===== config.mk =====
export PLATFORM = sky130hd
export DESIGN_NAME = pfc_pair_map
export DESIGN_NICKNAME = d
export VERILOG_FILES = /design/src/sv/pfc_pkg.sv /design/src/sv/pfc_pair_map.sv
export SDC_FILE = /design/constraint.sdc
export NUM_CORES = 1
export LEC_CHECK = 0
export BUFFER_PORTS_ARGS = -buffer_cell sky130_fd_sc_hd__buf_2
export CELL_PAD_IN_SITES_DETAIL_PLACEMENT = 0
export CELL_PAD_IN_SITES_GLOBAL_PLACEMENT = 1
export CORE_MARGIN = 10
export CORE_UTILIZATION = 37
export DETAILED_ROUTE_END_ITERATION = 10
export GPL_TIMING_DRIVEN = 0
export PLACE_DENSITY_LB_ADDON = 0.1
export RECOVER_POWER = 25
export SETUP_SLACK_MARGIN = 0.05
export SKIP_LAST_GASP = 1
export SLEW_MARGIN = 20
export SYNTH_ARGS = -nofsm -noshare
export SYNTH_HDL_FRONTEND = slang
export SYNTH_SLANG_ARGS = --single-unit

===== constraint.sdc =====
create_clock -name vclk -period 2.6
set_clock_uncertainty 0.05 [all_clocks]
set_input_delay 0.13 -clock vclk [all_inputs]
set_output_delay 0.13 -clock vclk [all_outputs]
set_load 0.02 [all_outputs]

===== src/sv/pfc_pkg.sv =====
// shared types and constants for the byte playfair cipher
// no dependencies
`timescale 1ns / 1ps
`default_nettype none

package pfc_pkg;

  localparam int BYTE_W   = 8;
  localparam int SIDE_DEF = 16;
  localparam int REQ_W    = 3;
  localparam int CFG_IDX_W = 1;

  localparam logic [REQ_W-1:0] REQ_KEY_START  = 3'd0;
  localparam logic [REQ_W-1:0] REQ_KEY_BYTE   = 3'd1;
  localparam logic [REQ_W-1:0] REQ_KEY_FINISH = 3'd2;
  localparam logic [REQ_W-1:0] REQ_TEXT_BYTE  = 3'd3;
  localparam logic [REQ_W-1:0] REQ_TEXT_END   = 3'd4;

  localparam logic [CFG_IDX_W-1:0] CFG_MODE   = 1'd0;
  localparam logic [CFG_IDX_W-1:0] CFG_MARKER = 1'd1;

  typedef enum logic [1:0] {
    ST_IDLE,
    ST_FINISH,
    ST_POS,
    ST_SQ
  } state_t;

  typedef struct packed {
    logic              clear;
    logic              place_en;
    logic [BYTE_W-1:0] place_byte;
    logic              pos_rd_en;
    logic [BYTE_W-1:0] pos_addr_a;
    logic [BYTE_W-1:0] pos_addr_b;
    logic              sq_rd_en;
  } tbl_cmd_t;

endpackage

`default_nettype wire


===== src/sv/pfc_pair_map.sv =====
// playfair pair rule: maps two cell positions to the two result cells
// depends on pfc_pkg
`timescale 1ns / 1ps
`default_nettype none

module pfc_pair_map #(
  parameter int SIDE = pfc_pkg::SIDE_DEF,
  localparam int SIDE_W = $clog2(SIDE),
  localparam int CELL_W = 2 * SIDE_W
) (
  input  wire logic              mode,
  input  wire logic [CELL_W-1:0] pos_a,
  input  wire logic [CELL_W-1:0] pos_b,
  output logic [CELL_W-1:0]      cell_a,
  output logic [CELL_W-1:0]      cell_b
);
  import pfc_pkg::*;

  logic [SIDE_W-1:0] ra, ca, rb, cb, step;
  logic [SIDE_W-1:0] ra_n, ca_n, rb_n, cb_n;

  always_comb begin
    ra   = pos_a[CELL_W-1:SIDE_W];
    ca   = pos_a[SIDE_W-1:0];
    rb   = pos_b[CELL_W-1:SIDE_W];
    cb   = pos_b[SIDE_W-1:0];
    // minus one modulo side when decrypting
    step = mode ? {SIDE_W{1'b1}} : SIDE_W'(1);
    ra_n = ra;
    ca_n = ca;
    rb_n = rb;
    cb_n = cb;
    if (ra == rb) begin
      ca_n = ca + step;
      cb_n = cb + step;
    end else if (ca == cb) begin
      ra_n = ra + step;
      rb_n = rb + step;
    end else begin
      ca_n = cb;
      cb_n = ca;
    end
    cell_a = {ra_n, ca_n};
    cell_b = {rb_n, cb_n};
  end

endmodule

`default_nettype wire


# [Word level (Yosys, flattened, before mapping)]
# Cells that the tools add are included.
[op_classes] addsub=4 mul=0 n_div=0 order_cmp=0 n_eq_ne=2 shifts=0 mux=9 bitwise_logic=0 reduce_logical=0
[op_table] op="$mux 4" count=9
[op_table] op="$add 4x4->4" count=4
[op_table] op="$eq 4x4->1" count=2
[word_totals] register_bits=0 latchBits=0 ram_bits=0 mem_bits_ro=0 output_inout_bits=16 word_cells=15 mem_count=0

# [Logic depth before layout (Yosys ltp)]
# Gate-level depths: netlist of run 1.
[logic_depth] depth_word=4 depth_mapped=6 ltp_nobuf=5

# [Worst setup path before layout of run 1]
# Ideal clock, no wire load.
[synth_timing] kind="in2out" from="input port pos_a[2]" to="output port cell_a[6]" arrival_time_ns=1.373 path_slack_ns=1.047 path_stages=5 path_buffers=1 path_cell_list="xnor2_1 -> nand4_2 -> or2_1 -> buf_4 -> o21ai_0"
[synth_between] elab_chain_len=3
[synth_rtl] item="from (decl)" line_no="pfc_pair_map.sv:12" rtl="input wire logic [CELL_W-1:0] pos_a,"
[synth_rtl] item="$eq 4x4->1" line_no="pfc_pair_map.sv:36" rtl="end else if (ca == cb) begin"
[synth_rtl] item="$mux 4" line_no="pfc_pair_map.sv:36"
[synth_rtl] item="$mux 4" line_no="pfc_pair_map.sv:33" rtl="if (ra == rb) begin"
[synth_rtl] item="to (decl)" line_no="pfc_pair_map.sv:14" rtl="output logic [CELL_W-1:0] cell_a,"
# Every way passes these cells.

# [Final worst setup path of run 1]
[layout_timing] from="input port pos_b[4]" to="output port cell_b[2]"
[layout_between] elab_chain_len=2
[layout_rtl] item="from (decl)" line_no="pfc_pair_map.sv:13" rtl="input wire logic [CELL_W-1:0] pos_b,"
[layout_rtl] item="$eq 4x4->1" line_no="pfc_pair_map.sv:33"
[layout_rtl] item="$mux 4" line_no="pfc_pair_map.sv:33"
[layout_rtl] item="to (decl)" line_no="pfc_pair_map.sv:15" rtl="output logic [CELL_W-1:0] cell_b"
# Every way passes these cells.

==> flow_summary.ini, run 1 <==
[layout]
antennaDiodeCount = 0
clkbuf_count = 0
nFlopsAndLatches = 0
syn_to_final_growth_pct = 25.9
register_area_sq_um = 0
layout-drive-gt1-share_pct = 36.2
utilization_pct = 49.2
fill_cells = 198
layout.nets = 147

[worst_setup_path]
cp_num_cells = 6
crit_fanout = 10
crit_chain = buf_2 > xor2_1 > nor4_1 > clkbuf_1 > mux2_2 > buf_2
cp_common_cell = buf_2
path_delay_family = buffers and inverters
crit_path_start_kind = primary input
critPathMaxStageDelay_ns = 0.51
crit_arrival_ns = 1.92
critPathLaunch = pos_b[4]
worstPathBufferInverterCount = 3
cp-end-kind = output port
crit_type = primary input to output port
worst_path_max_delay_cell = clkbuf_1
cp.required_ns = 2.42

[die]
start_util_pct = 39.1
die_area_sq_um = 3960
die_h_um = 62.9
core_region_area_sq_um = 1750
io_pins = 33
die_w_um = 62.9
num_rows = 15

[worst_hold_path]
hp-class = primary input to output port
hold-path-cell-count = 3
holdCritStartpoint = pos_a[7]

[clocking]
hold_buffers = 0
cts_resized = 0
post_cts_buffers = 0

[global_routing]
grt_pass1_vias = 691
overflow = 0
track_usage_pct = 8.70
grt_max_degree = 12
antenna_found_initial = 0
grt_pass1_wl_mm = 3.06

[flow_run]
max-cap-violations = 0

[logic_synthesis]
syn_area_sq_um = 682
synth_cell_types = 23
yosysWarnings = 0
avgSynthCellArea_sq_um = 8.22
synth_seq_area_share_pct = 0
syn_nets = 112
syn_inst = 83

[drt]
drtIter0Drc = 7
avgViaCountPerCell = 4.62
wl_mm = 1.77
antenna_left = 0
drc = 0
avgRoutedWirePerCell_um = 12.6
drt_pass1_iterations = 4
vias = 652

[sta]
setup_ws_ns = 0.500
drv_slew = 0
final_hold_viol_count = 0
timing.slew.headroom_pct = 60.9
finalSetupViolCount = 0
final.setup.tns_ns = 0
max_freq_ghz = 0.476
rsz0062_at_grt = no
fin_crit_sh_pct = 80.8
fin_crit_ns = 2.10
worstMarginPinSlew_ns = 0.586

[pwr]
power.internal_uw = 79.8
pwr-share-clk_pct = 0
ir_drop_uv = 89.3
pwr-share-comb_pct = 100.0
pwr_density_cell_nw_per_um2 = 220
pwr-share-seq_pct = 0
leakage_nw = 0.421
power.switching_uw = 109
netSwitchingFraction_pct = 57.7

[placement]
dp_slack_ns = 0.709
port-buffer-count = 33
place_congestion = 0.740
hpwl_mm = 1.56

[status]
status = finished clean
-- power by group through the flow --
stage	Clock, mW	Combinational, mW	Sequential (mW)
after floorplan	0	0.133	0
after global placement	0	0.192	0
after detailed placement	0	0.196	0
after CTS	0	0.196	0
after global routing	0	0.211	0
final	0	0.189	0
-- metal layers --
| layer | wire length [um] | GRT usage (%) | vias up |
|---|---|---|---|
| li1 | - | - | 349 |
| met1 | 822 | 10.6 | 292 |
| met2 | 900 | 16.5 | 11 |
| met3 | 48 | 0.896 | 0 |
| met4 | 0 | 0 | 0 |
| met5 | 0 | 0 | - |
-- cells by family (layout without fill, tap and decap cells) --
| logic type | after synthesis | in the layout | share of synthesized area, % |
|---|---|---|---|
| compound gates | 22 | 22 | 18.0 |
| xor+xnor | 20 | 20 | 25.7 |
| simple gates | 15 | 15 | 16.0 |
| fa+ha+maj | 12 | 12 | 26.4 |
| buf+inv | 12 | 45 | 10.6 |
| mux | 2 | 2 | 3.30 |
-- Yosys cell counts, drive strengths merged --
library cell  instances  share of area, %
nor2                  4               2.9
buf                   3               5.7
and3                  2               1.8
xnor2                12                15
nor4                  3               5.9
a21o                  2               2.2
a21oi                10               8.4
fa                    4                12
nand4                 1               1.8
or2                   1              0.92
mux2                  2               3.3
o21ai                10               7.3
xor2                  8                10
nand2                 2               1.1
inv                   9               5.0
ha                    8                15
nand3                 2               1.5
-- worst paths after layout --
path | endpoint | slack (ns)
max | cell_b[2] | 0.50
min | cell_a[7] | 0.54
-- through the flow --
stage	cells	power [mW]	hold slack (ns)	instance area [sq um]
6_report	141	0.189	0.537	858
5_1_grt	141	0.211	0.556	858
4_1_cts	141	0.196	0.539	878
3_5_place_dp	141	0.196	0.535	878
3_3_place_gp	141	0.192	0.540	878
2_1_floorplan	83	0.133	0.338	682
-- cell type report --
class              count  area [sq um]  area share, %
plain buffers          3          31.3           3.64
multi-input cells     71           597           69.5
well taps             25          31.3           3.64
inverters              9          33.8           3.94
repair buffers        33           165           19.2
-- layout by cell type, fill, tap and decap left out, drive strengths merged, types with 2 or more instances in the layout --
cell / n
a21o: 2
a21oi: 10
and3: 2
buf: 35
fa: 4
ha: 8
inv: 9
mux2: 2
nand2: 2
nand3: 2
nor2: 4
nor4: 3
o21ai: 10
xnor2: 12
xor2: 8
(Power assumes the default switching activity.)
==> inputs of run 2 (changes only) <==
--- a/config.mk
+++ b/config.mk
@@ -5,11 +5,13 @@
 export SDC_FILE = /design/constraint.sdc
 export NUM_CORES = 1
 export LEC_CHECK = 0
+export ABC_AREA = 1
 export BUFFER_PORTS_ARGS = -buffer_cell sky130_fd_sc_hd__buf_2
 export CELL_PAD_IN_SITES_DETAIL_PLACEMENT = 0
 export CELL_PAD_IN_SITES_GLOBAL_PLACEMENT = 1
+export CORE_ASPECT_RATIO = 1.75
 export CORE_MARGIN = 10
-export CORE_UTILIZATION = 37
+export CORE_UTILIZATION = 31
 export DETAILED_ROUTE_END_ITERATION = 10
 export GPL_TIMING_DRIVEN = 0
 export PLACE_DENSITY_LB_ADDON = 0.1
==> constraint.sdc (replaced) <==
create_clock -name vclk -period 1.9
set_clock_uncertainty 0.05 [all_clocks]
set_input_delay 0.095 -clock vclk [all_inputs]
set_output_delay 0.095 -clock vclk [all_outputs]
set_load 0.02 [all_outputs]
==> run 2 against run 1 <==
  * Sequential share of layout area is the same
  * Setup slack lost 0.35 ns
  * Die area grew 35%
  * Combinational power grew 62%
  * Final cell count grew 41%
  * Design area grew 22%
  * Critical path type unchanged
  * Largest cell class unchanged
  * Critical path depth grew 1
==> flow_summary.ini, run 2 <==
[logic_synthesis]
avgSynthCellArea_sq_um = 6.16
yosysMostFrequentCell = nand2_1
yosysWarnings = 0
syn_area_sq_um = 856
yosys.area.top_type = nand2_1
synth_area_leaders = nand2_1, ha_1, o21ai_2
synth_top_area_share_pct = 24.1
syn_inst = 139
synth_seq_area_share_pct = 0
synth_cell_types = 21
synth_commonest_cells = nand2_1, inv_1, o21ai_2
syn_nets = 168

[pwr]
power.internal_uw = 121
netSwitchingFraction_pct = 60.7
finalPower_uw = 307
pwr-share-comb_pct = 100.0
ir_drop_uv = 105
pwr-share-seq_pct = 0
pwr-share-clk_pct = 0
pwr_density_cell_nw_per_um2 = 294
leakage_nw = 0.619
power.switching_uw = 187

[layout]
syn_to_final_growth_pct = 22.1
final_common_cell = nand2_1
layout_common_cells = nand2_1, buf_2, inv_1, o21ai_2, nand3_1
layout.nets = 203
register_area_sq_um = 0
layout-drive-gt1-share_pct = 33.1
antennaDiodeCount = 0
nFlopsAndLatches = 0
utilization_pct = 38.8
final_area_sq_um = 1040
clkbuf_count = 0
fill_cells = 307

[worst_setup_path]
crit_path_start_kind = primary input
critPathMaxStageDelay_ns = 0.47
cp.required_ns = 1.75
worstPathBufferInverterCount = 4
crit_arrival_ns = 1.60
crit_type = primary input to output port
crit_fanout = 9
crit_chain = clkbuf_4 > buf_6 > clkinvlp_4 > fa_1 > xor2_1 > o21ai_2 > buf_2
cp-end-kind = output port
worst_path_max_delay_cell = fa_1
path_delay_family = buffers and inverters

[sta]
max_freq_ghz = 0.572
timing.slew.headroom_pct = 59.3
finalSetupViolCount = 0
worstMarginPinSlew_ns = 0.610
fin_crit_ns = 1.75
final_hold_viol_count = 0
fin_crit_sh_pct = 91.9
rsz0062_at_grt = no
drv_slew = 0
fin_hold_ws_ns = 0.490

[placement]
dpl-instance-area_sq_um = 1050
hpwl_mm = 2.17
place_congestion = 0.818
port-buffer-count = 33

[die]
die_h_um = 89.5
core_region_area_sq_um = 2690
die_area_sq_um = 5350
start_util_pct = 31.8
die_w_um = 59.7
io_pins = 33
num_rows = 25

[global_routing]
overflow = 0
grt_pass1_vias = 972
grt_max_degree = 11
antenna_found_initial = 0
track_usage_pct = 9.12
grt_pass1_wl_mm = 4.08

[drt]
drc = 0
top_layer = met3
drt_pass1_iterations = 3
antenna_left = 0
vias = 914
route.met2.wl_mm = 1.36
avgRoutedWirePerCell_um = 12.0
avgViaCountPerCell = 4.59
drtIter0Drc = 2
wl_met3_um = 163
wl_mm = 2.40
drt-met1-wl_um = 872

[worst_hold_path]
hold_path_end = cell_a[0]
hp-class = primary input to output port
holdCritStartpoint = pos_a[0]
hold-path-cell-count = 3

[flow_run]
max-cap-violations = 0

[status]
status = finished clean

[clocking]
post_cts_buffers = 0
==> run 2: power groups by stage <==
stage	sequential, mW	clock, mW	combinational, mW
3_5_place_dp	0	0	0.317
4_1_cts	0	0	0.318
3_3_place_gp	0	0	0.311
5_1_grt	0	0	0.350
6_report	0	0	0.307
2_1_floorplan	0	0	0.220
==> run 2: worst max path at each step <==
stage | end | depth (start not counted) | slack [ns] | startpoint
final | cell_a[6] | 7 | 0.15 | mode
after global routing | cell_a[6] | 7 | 0.05 | mode
after CTS | cell_a[2] | 7 | 0.05 | mode
after detailed placement | cell_a[2] | 7 | -0.03 | mode
after global placement | cell_a[2] | 7 | -0.002 | mode
after floorplan | cell_a[6] | 5 | 0.46 | mode
==> run 2: worst min-delay path, cell delays in order <==
cell,delay [ns]
buf_2,0.13
o21ai_2,0.06
buf_2,0.15
==> run 2: area by class of cell <==
class | instances | area, sq um | area share, %
buffer | 4 | 31.3 | 2.99
timing repair buffer | 33 | 166 | 15.9
multi-input combinational | 117 | 742 | 71.0
inverter | 18 | 71.3 | 6.83
tap | 27 | 33.8 | 3.23
==> run 2: per-layer routing <==
metal	vias to the layer above	GRT usage [%]
met3	0	1.99
met2	23	19.5
met4	0	0
met1	397	8.48
li1	494	-
met5	-	0
==> run 2: logic make-up (layout without fill, tap and decap cells) <==
logic type	Yosys count	count (layout)	synth area share, %
AOI/OAI and AO/OA	13	13	12.0
xor gates and xnor gates	14	14	14.3
adders and majority gates	12	12	21.1
buffers and inverters	22	55	13.0
and+or+nand+nor	78	78	39.6
==> run 2: through the flow <==
| stage | TNS [ns] | setup slack [ns] | std cells |
|---|---|---|---|
| global placement | -0.00193 | -0.00193 | 199 |
| finish | 0 | 0.153 | 199 |
| CTS | 0 | 0.0513 | 199 |
| global route | 0 | 0.0509 | 199 |
| detailed placement | -0.0449 | -0.0276 | 199 |
| floorplan | 0 | 0.460 | 139 |
==> run 2: timing repair <==
action	CTS	global route
gates resized for setup	1	5
hold buffers	0	0
setup endpoints to repair	4	4
==> inputs of run 3 (changes only) <==
--- a/config.mk
+++ b/config.mk
@@ -11,7 +11,7 @@
 export CELL_PAD_IN_SITES_GLOBAL_PLACEMENT = 1
 export CORE_ASPECT_RATIO = 1.75
 export CORE_MARGIN = 10
-export CORE_UTILIZATION = 31
+export CORE_UTILIZATION = 35
 export DETAILED_ROUTE_END_ITERATION = 10
 export GPL_TIMING_DRIVEN = 0
 export PLACE_DENSITY_LB_ADDON = 0.1
==> constraint.sdc (replaced) <==
create_clock -name vclk -period 1.93
set_clock_uncertainty 0.05 [all_clocks]
set_input_delay 0.0965 -clock vclk [all_inputs]
set_output_delay 0.0965 -clock vclk [all_outputs]
set_load 0.02 [all_outputs]
==> run 3 against run 2 <==
  * Flip-flop and latch count unchanged
  * Hold slack worse by 0.0018 ns
  * Sequential share of layout area unchanged
  * Combinational power down 1%
  * Final cell count down 1.0%
  * Critical endpoint unchanged
  * Largest cell class unchanged
==> flow_summary.ini, run 3 (synthesized netlist as in run 2, its figures left out) <==
[global_routing]
use_met3_pct = 2.54
antenna_found_initial = 0
overflow = 0
track_usage_pct = 10.0
gr-usage-met2_pct = 21.1
use_met1_pct = 9.21
grt_pass1_vias = 1057
grt_max_degree = 11
busiest_layer = met2
grt_pass1_wl_mm = 4.35

[sta]
rsz0062_at_grt = no
max_freq_ghz = 0.570
finalSetupViolCount = 0
fin_crit_sh_pct = 90.9
fin_crit_ns = 1.76
drv_slew = 0
worstMarginPinSlew_ns = 0.587
timing.slew.headroom_pct = 60.8
final.setup.tns_ns = 0
final_hold_viol_count = 0

[clocking]
hold_buffers = 0
post_cts_buffers = 0
cts_resized = 1

[worst_setup_path]
cp-end-kind = output port
crit_arrival_ns = 1.61
critPathLaunch = mode
crit_path_start_kind = primary input
crit_fanout = 9
cp.required_ns = 1.78
worst_path_max_delay_cell = fa_1
critPathMaxStageDelay_ns = 0.47
crit_chain = clkbuf_4 > buf_6 > clkinvlp_4 > fa_1 > xor2_1 > o21ai_2 > buf_2
path_delay_family = buffers and inverters
worstPathBufferInverterCount = 4
crit_type = primary input to output port

[die]
core_region_area_sq_um = 2330
num_rows = 23
die_w_um = 57.4
start_util_pct = 36.7
die_area_sq_um = 4900
io_pins = 33
die_h_um = 85.4

[worst_hold_path]
hold-path-cell-count = 3
holdCritStartpoint = pos_a[0]
hold_path_end = cell_a[0]
hp-class = primary input to output port

[layout]
register_area_sq_um = 0
nFlopsAndLatches = 0
final_common_cell = nand2_1
final_cells = 197
layout_common_cells = nand2_1, buf_2, inv_1, o21ai_2, nand3_1
utilization_pct = 44.6
multi_input_area_sq_um = 737
fill_cells = 283
layout.nets = 203
clkbuf_count = 0
layout-drive-gt1-share_pct = 32.6
antennaDiodeCount = 0
syn_to_final_growth_pct = 21.3

[pwr]
power.switching_uw = 185
power.internal_uw = 119
pwr-share-clk_pct = 0
pwr-share-seq_pct = 0
pwr-share-comb_pct = 100.0
leakage_nw = 0.624
pwr_density_cell_nw_per_um2 = 292
netSwitchingFraction_pct = 60.9
ir_drop_uv = 117

[placement]
port-buffer-count = 33
placed_cells = 197
hpwl_mm = 2.17
place_congestion = 0.829

[drt]
drtIter0Drc = 12
wl_mm = 2.43
drc = 0
avgViaCountPerCell = 4.77
vias = 940
antenna_left = 0
avgRoutedWirePerCell_um = 12.3
drt_pass1_iterations = 4

[status]
status = finished clean

[flow_run]
max-cap-violations = 0
[run 3: layout make-up]
type               instances  share of cell area, %
repair buffers            33                   16.1
inverters                 18                   6.87
multi-input cells        117                   71.0
well taps                 25                   3.01
plain buffers              4                   3.01
[run 3: worst max path at each step]
stage                endpoint  slack (ns)  depth (start not counted)
floorplan           cell_a[6]        0.49                          5
global placement    cell_a[2]        0.03                          7
detailed placement  cell_a[2]        0.03                          7
CTS                 cell_a[2]         0.1                          7
global route        cell_a[0]        0.05                         10
finish              cell_a[6]        0.17                          7
[run 3: worst min-delay path, stage by stage]
cell and delay, ns:
buf_2 0.13, o21ai_2 0.06, buf_2 0.15
[run 3: metal layers]
metal	part of all wire [%]	up-vias
li1	-	492
met1	37	418
met2	55	28
met3	7.2	2
met4	0.86	0
met5	0	-
[run 3: per-stage QoR]
stage          worst slack [ns]  instance area [sq um]  power, mW  hold WS (ns)
3_3_place_gp             0.0309                   1050      0.305         0.485
3_5_place_dp             0.0264                   1050      0.312         0.490
5_1_grt                  0.0452                   1040      0.348         0.524
6_report                  0.175                   1040      0.303         0.488
4_1_cts                  0.0995                   1050      0.314         0.492
2_1_floorplan             0.487                    856      0.217         0.226
[run 3: power groups by stage]
stage	Clock (mW)	Sequential, mW	Combinational [mW]
after global placement	0	0	0.305
after floorplan	0	0	0.217
final	0	0	0.303
after global routing	0	0	0.348
after CTS	0	0	0.314
after detailed placement	0	0	0.312
